File: src/rtl/slpi_pkg.sv
// Shared types, constants and the sine table generator of the pose integrator.
package slpi_pkg;

  localparam int unsigned SINE_TABLE_DEPTH = 1024;

  localparam logic [14:0] VEL_STEP_RST  = 15'd5;
  localparam logic [14:0] TURN_STEP_RST = 15'd10;
  localparam logic [19:0] TICK_US_RST   = 20'd10000;

  localparam logic [1:0] CFG_VEL_STEP  = 2'd0;
  localparam logic [1:0] CFG_TURN_STEP = 2'd1;
  localparam logic [1:0] CFG_TICK_US   = 2'd2;

  // Heading scale, round(2^55 / (pi * 1e9)).
  localparam logic [23:0] HEAD_K = 24'd11468322;

  // Position step divisor is 2^18 * 125; the 2^18 part is a shift and the division by 125
  // a multiplication by ceil(2^40 / 125), which is exact for dividends below 2^33.
  localparam logic [24:0] POS_ROUND = 25'd16384000;
  localparam logic [33:0] POS_RECIP = 34'd8796093023;

  typedef enum logic [3:0] {
    OP_NONE,
    OP_SET_POSE,
    OP_LOAD_CMD,
    OP_SLEW,
    OP_HPROD,
    OP_HMUL_LO,
    OP_HMUL_HI,
    OP_HEAD,
    OP_TRIG,
    OP_MUL1,
    OP_MUL2,
    OP_DIV,
    OP_ACC,
    OP_RESULT
  } dp_op_e;

  typedef struct packed {
    dp_op_e op;
    logic   axis;  // 0 works on x and cosine, 1 on y and sine
  } dp_cmd_t;

  typedef struct packed {
    logic div_last;
  } dp_status_t;

  typedef enum logic [3:0] {
    ST_IDLE,
    ST_SLEW,
    ST_HPROD,
    ST_HMUL_LO,
    ST_HMUL_HI,
    ST_HEAD,
    ST_TRIG,
    ST_MUL1,
    ST_MUL2,
    ST_DIV,
    ST_ACC,
    ST_DONE
  } ctrl_state_e;

  localparam longint unsigned ONE_Q30     = 64'd1073741824;
  localparam longint unsigned HALF_PI_Q30 = 64'd1686629713;

  // Sine in Q15 of a phase given in Q32 of a turn, by a truncating Taylor series.
  function automatic logic signed [16:0] sine_entry(input longint unsigned ph);
    longint unsigned quad;
    longint unsigned frac;
    longint unsigned x;
    longint unsigned x2;
    longint unsigned t;
    longint unsigned s;
    longint unsigned q15;
    quad = (ph >> 30) & 64'd3;
    frac = ph & (ONE_Q30 - 64'd1);
    if (quad == 64'd1 || quad == 64'd3) begin
      frac = ONE_Q30 - frac;
    end
    x  = (frac * HALF_PI_Q30) >> 30;
    x2 = (x * x) >> 30;
    t  = ONE_Q30 - x2 / 64'd110;
    t  = ONE_Q30 - ((x2 * t) >> 30) / 64'd72;
    t  = ONE_Q30 - ((x2 * t) >> 30) / 64'd42;
    t  = ONE_Q30 - ((x2 * t) >> 30) / 64'd20;
    t  = ONE_Q30 - ((x2 * t) >> 30) / 64'd6;
    s  = (x * t) >> 30;
    q15 = (s + 64'd16384) >> 15;
    if (quad >= 64'd2) begin
      return -$signed(q15[16:0]);
    end
    return $signed(q15[16:0]);
  endfunction

endpackage

File: src/rtl/slpi_ctrl.sv
// Sequencer of the pose integrator: handshakes and datapath commands.
module slpi_ctrl (
  input  logic                 clk_i,
  input  logic                 rst_ni,
  input  logic                 s_axis_tvalid,
  output logic                 s_axis_tready,
  input  logic                 s_axis_tuser,   // kind
  output logic                 m_axis_tvalid,
  input  logic                 m_axis_tready,
  output slpi_pkg::dp_cmd_t    cmd_o,
  input  slpi_pkg::dp_status_t status_i
);

  slpi_pkg::ctrl_state_e state_q, state_d;
  logic axis_q, axis_d;
  logic valid_q, valid_d;

  always_ff @(posedge clk_i or negedge rst_ni) begin
    if (!rst_ni) begin
      state_q <= slpi_pkg::ST_IDLE;
      axis_q  <= 1'b0;
      valid_q <= 1'b0;
    end else begin
      state_q <= state_d;
      axis_q  <= axis_d;
      valid_q <= valid_d;
    end
  end

  assign s_axis_tready = (state_q == slpi_pkg::ST_IDLE);
  assign m_axis_tvalid = valid_q;

  always_comb begin
    state_d   = state_q;
    axis_d    = axis_q;
    valid_d   = valid_q;
    cmd_o.op  = slpi_pkg::OP_NONE;
    cmd_o.axis = axis_q;
    if (valid_q && m_axis_tready) begin
      valid_d = 1'b0;
    end
    unique case (state_q)
      slpi_pkg::ST_IDLE: begin
        if (s_axis_tvalid) begin
          axis_d = 1'b0;
          if (s_axis_tuser) begin
            cmd_o.op = slpi_pkg::OP_SET_POSE;
            state_d  = slpi_pkg::ST_DONE;
          end else begin
            cmd_o.op = slpi_pkg::OP_LOAD_CMD;
            state_d  = slpi_pkg::ST_SLEW;
          end
        end
      end
      slpi_pkg::ST_SLEW: begin
        cmd_o.op = slpi_pkg::OP_SLEW;
        state_d  = slpi_pkg::ST_HPROD;
      end
      slpi_pkg::ST_HPROD: begin
        cmd_o.op = slpi_pkg::OP_HPROD;
        state_d  = slpi_pkg::ST_HMUL_LO;
      end
      slpi_pkg::ST_HMUL_LO: begin
        cmd_o.op = slpi_pkg::OP_HMUL_LO;
        state_d  = slpi_pkg::ST_HMUL_HI;
      end
      slpi_pkg::ST_HMUL_HI: begin
        cmd_o.op = slpi_pkg::OP_HMUL_HI;
        state_d  = slpi_pkg::ST_HEAD;
      end
      slpi_pkg::ST_HEAD: begin
        cmd_o.op = slpi_pkg::OP_HEAD;
        state_d  = slpi_pkg::ST_TRIG;
      end
      slpi_pkg::ST_TRIG: begin
        cmd_o.op = slpi_pkg::OP_TRIG;
        state_d  = slpi_pkg::ST_MUL1;
      end
      slpi_pkg::ST_MUL1: begin
        cmd_o.op = slpi_pkg::OP_MUL1;
        state_d  = slpi_pkg::ST_MUL2;
      end
      slpi_pkg::ST_MUL2: begin
        cmd_o.op = slpi_pkg::OP_MUL2;
        state_d  = slpi_pkg::ST_DIV;
      end
      slpi_pkg::ST_DIV: begin
        cmd_o.op = slpi_pkg::OP_DIV;
        if (status_i.div_last) begin
          state_d = slpi_pkg::ST_ACC;
        end
      end
      slpi_pkg::ST_ACC: begin
        cmd_o.op = slpi_pkg::OP_ACC;
        if (axis_q) begin
          state_d = slpi_pkg::ST_DONE;
        end else begin
          axis_d  = 1'b1;
          state_d = slpi_pkg::ST_TRIG;
        end
      end
      slpi_pkg::ST_DONE: begin
        // The result register is free or is being emptied in this cycle.
        if (!valid_q || m_axis_tready) begin
          cmd_o.op = slpi_pkg::OP_RESULT;
          valid_d  = 1'b1;
          state_d  = slpi_pkg::ST_IDLE;
        end
      end
      default: begin
        state_d = slpi_pkg::ST_IDLE;
      end
    endcase
  end

endmodule

File: config.mk
export PLATFORM = sky130hd
export DESIGN_NAME = slpi_ctrl
export DESIGN_NICKNAME = d
export VERILOG_FILES = /design/src/rtl/slpi_pkg.sv /design/src/rtl/slpi_ctrl.sv
export SDC_FILE = /design/constraint.sdc
export NUM_CORES = 1
export LEC_CHECK = 0
export BUFFER_PORTS_ARGS = -buffer_cell sky130_fd_sc_hd__buf_4
export CAP_MARGIN = 20
export CORE_AREA = 3 3 40 42
export CTS_CLUSTER_SIZE = 25
export DETAILED_ROUTE_END_ITERATION = 16
export DIE_AREA = 0 0 43 45
export PLACE_DENSITY_LB_ADDON = 0.08
export SYNTH_ARGS = -nofsm -noshare
export SYNTH_HDL_FRONTEND = slang
export SYNTH_SLANG_ARGS = --single-unit
File: constraint.sdc
create_clock -name clk_i -period 1.82 [get_ports clk_i]
set_clock_uncertainty 0.15 [all_clocks]
set_input_delay 0.364 -clock clk_i [delete_from_list [all_inputs] [get_ports clk_i]]
set_output_delay 0.364 -clock clk_i [all_outputs]
set_load 0.005 [all_outputs]
==> impl_metrics.env <==
export IMPL_status="completed"
export IMPL_antenna_left=0
export IMPL_rows=13
export IMPL_start_util=0.404
export IMPL_synthSimpleGateAreaFrac=0.323
export IMPL_synthTopCellsByArea="dfrtp_1 29%, nand2_1 7.2%, o21ai_0 5.8%"
export IMPL_max_freq_ghz=0.558
export IMPL_drc=0
export IMPL_grt_pass1_vias=420
export IMPL_dp_hpwl_um=779
export IMPL_p_leak_nw=0.340
export IMPL_switching_share=0.414
export IMPL_startpoint_type="flop"
export IMPL_num_io_pins=13
export IMPL_rsz0062_at_grt="yes"
export IMPL_syn_nets=73
export IMPL_diodes=0
export IMPL_clockPowerShare=0.087
export IMPL_layout_commonest_cell="buf_4"
export IMPL_clk_path_buf_depth=2
export IMPL_yosys_area_top_type="dfrtp_1"
export IMPL_fin_crit_ns=1.79
export IMPL_gp_congestion=0.769
export IMPL_cts_buffers=3
export IMPL_grt_pass1_wl_mm=1.77
export IMPL_slew_limit_headroom=0.831
export IMPL_synth_mux_area_frac=0.0410
export IMPL_die_area_um2=1940
export IMPL_power_mw=1.31
export IMPL_internal_power_mw=0.770
export IMPL_cp_end_kind="output port"
export IMPL_cts_tree="done"
export IMPL_fin_util=0.581
export IMPL_synth_top_family_by_area="simple AND/OR/NAND/NOR gates"
export IMPL_rr_worst_depth=5
export IMPL_die_h_um=45
export IMPL_clk_pin_slew_ns=0.04
export IMPL_slew_viol_final=0
export IMPL_syn_avg_cell_area_um2=7.75
export IMPL_cts_max_level=1
export IMPL_ys_ff_latch=6
export IMPL_powerDensity_nw_per_um2=1760
export IMPL_final_cell_mix="22 x buf_4, 10 x nand2_1, 6 x nor2_1, 6 x o21ai_0"
export IMPL_drt_initial_drc_count=7
export IMPL_routed_wl_mm=1.19
export IMPL_grtUsageTotal=0.123
export IMPL_synth_edf_count=0
export IMPL_hp_class="input port to flop"
export IMPL_reg2reg_to="state_q[3]"
export IMPL_seq_power_share=0.269
export IMPL_hold_path_startpoint="m_axis_tready"
export IMPL_synth_adder_area_share=0
export IMPL_netlist_area_um2=519
export IMPL_die_x_um=43
export IMPL_finalSetupViolations=0
export IMPL_worstPathArrival_ns=1.28
export IMPL_cp_required_ns=1.31
export IMPL_io_buffers=12
export IMPL_clk_latency_ns=0.23
export IMPL_wl_per_cell_um=11.6
export IMPL_vias=527
export IMPL_r2r_slack_ns=0.28
export IMPL_cts_num_sinks=6
export IMPL_area_growth_pct=43.9
export IMPL_finalHoldViolations=0
export IMPL_timing_rr_start="state_q[0]"
export IMPL_worstMarginPinSlew_ns=0.254
export IMPL_synthFlopType="dfrtp_1"
export IMPL_yosysSeqAreaShare=0.289
export IMPL_drive_above_1_share=0.511
export IMPL_synth_top_area_share=0.289
export IMPL_hold_path_depth=3
export IMPL_period_share=0.984
export IMPL_via_per_inst=5.12
export IMPL_synth_async_reset_ratio=1.00
export IMPL_yosysWarnings=0
export IMPL_drtPass1Iterations=4
export IMPL_grt_ovfl_total=0
export IMPL_nFillCells=113
export IMPL_final_net_count=96
export IMPL_antenna_found_initial=0
export IMPL_worstSetupPathType="flop to output port"
export IMPL_synthXorXnorAreaFrac=0
export IMPL_p_switching_mw=0.544
export IMPL_synth_compound_area_frac=0.227
export IMPL_cts_root_buf="clkbuf_4"
export IMPL_worst_hold_slack_ns=0.309
export IMPL_cp_max_fo=7
export IMPL_pwr_share_comb=0.644
export IMPL_hold_end="m_axis_tvalid"
export IMPL_ir_worst_vdd_mv=0.839
export IMPL_synth_cell_types=28
export IMPL_grt_start_max_net_pins=15
export IMPL_syn_inst=67
export IMPL_core_um2=1280
export IMPL_cap_violations=0
==> stage by stage <==
stage	worst slack (ns)	cell area, um2	setup TNS [ns]	std cells
after floorplan	0.351	519	0	67
after global placement	0.154	611	0	92
after detailed placement	0.142	611	0	92
after CTS	-0.0164	649	-0.0164	96
after global routing	-0.0708	747	-0.148	103
final	0.0289	747	0	103
==> state kept, by name (all words and copies together) (netlist names) <==
register / count
m_axis_tvalid: 1
state_q: 4
axis_q: 1
==> timing repair <==
item,CTS,global route
pin swaps,0,1
resized for setup,4,11
endpoints found under the hold margin,6,0
setup buffers,0,7
hold buffers,1,0
setup endpoints to repair,4,5
==> power by group through the flow <==
stage / clock, mW / sequential (mW) / combinational (mW)
2_1_floorplan: 0 / 0.233 / 0.554
3_3_place_gp: 0 / 0.347 / 0.658
3_5_place_dp: 0 / 0.338 / 0.651
4_1_cts: 0.122 / 0.344 / 0.656
5_1_grt: 0.140 / 0.370 / 0.933
6_report: 0.114 / 0.354 / 0.846
==> metal layers <==
layer	vias to the layer above	GRT usage	share of wire
met3	0	0.0319	0.040
met1	243	0.153	0.47
met2	7	0.183	0.48
li1	277	-	-
met5	-	0	0
met4	0	0.0904	0
==> cells in the mapped netlist, types with 2 or more instances <==
cell type and n:
a21oi_1 2, dfrtp_1 6, nor2b_1 2, o21ai_0 6
nand2_1 10, nor2_1 8, inv_1 2, buf_4 3
o21ai_1 2, buf_2 2, nand2b_1 2, nand3_1 4
buf_6 2, nor2_2 2
==> logic make-up (layout without fill, tap and decap cells) <==
group	Yosys count	after routing
buffers and inverters	9	30
AND/OR/NAND/NOR	33	33
AO/OA/AOI/OAI	17	17
multiplexers	2	2
flip-flops	6	6
==> how the worst max path moves through the flow <==
| stage | end | startpoint | slack, ns |
|---|---|---|---|
| final | cmd_o[3] | state_q[2] | 0.03 |
| after global routing | cmd_o[4] | state_q[0] | -0.07 |
| after CTS | cmd_o[2] | state_q[3] | -0.02 |
| after detailed placement | cmd_o[3] | m_axis_tready | 0.14 |
| after global placement | cmd_o[4] | state_q[0] | 0.15 |
| after floorplan | cmd_o[3] | state_q[0] | 0.35 |
==> critical path: stages, from the launching register on <==
cell	delay [ns]
dfrtp_2	0.45
inv_1	0.15
nor2_4	0.06
mux2_4	0.27
buf_6	0.11
==> cell type report <==
type	instances	area, um2	share of cell area
timing repair buffer	25	191	0.256
inverter	2	7.51	0.0101
sequential	6	155	0.208
multi-input combinational	52	352	0.471
tap	15	18.8	0.0251
clock buffer	3	22.5	0.0302
(Power assumes the default switching activity.)
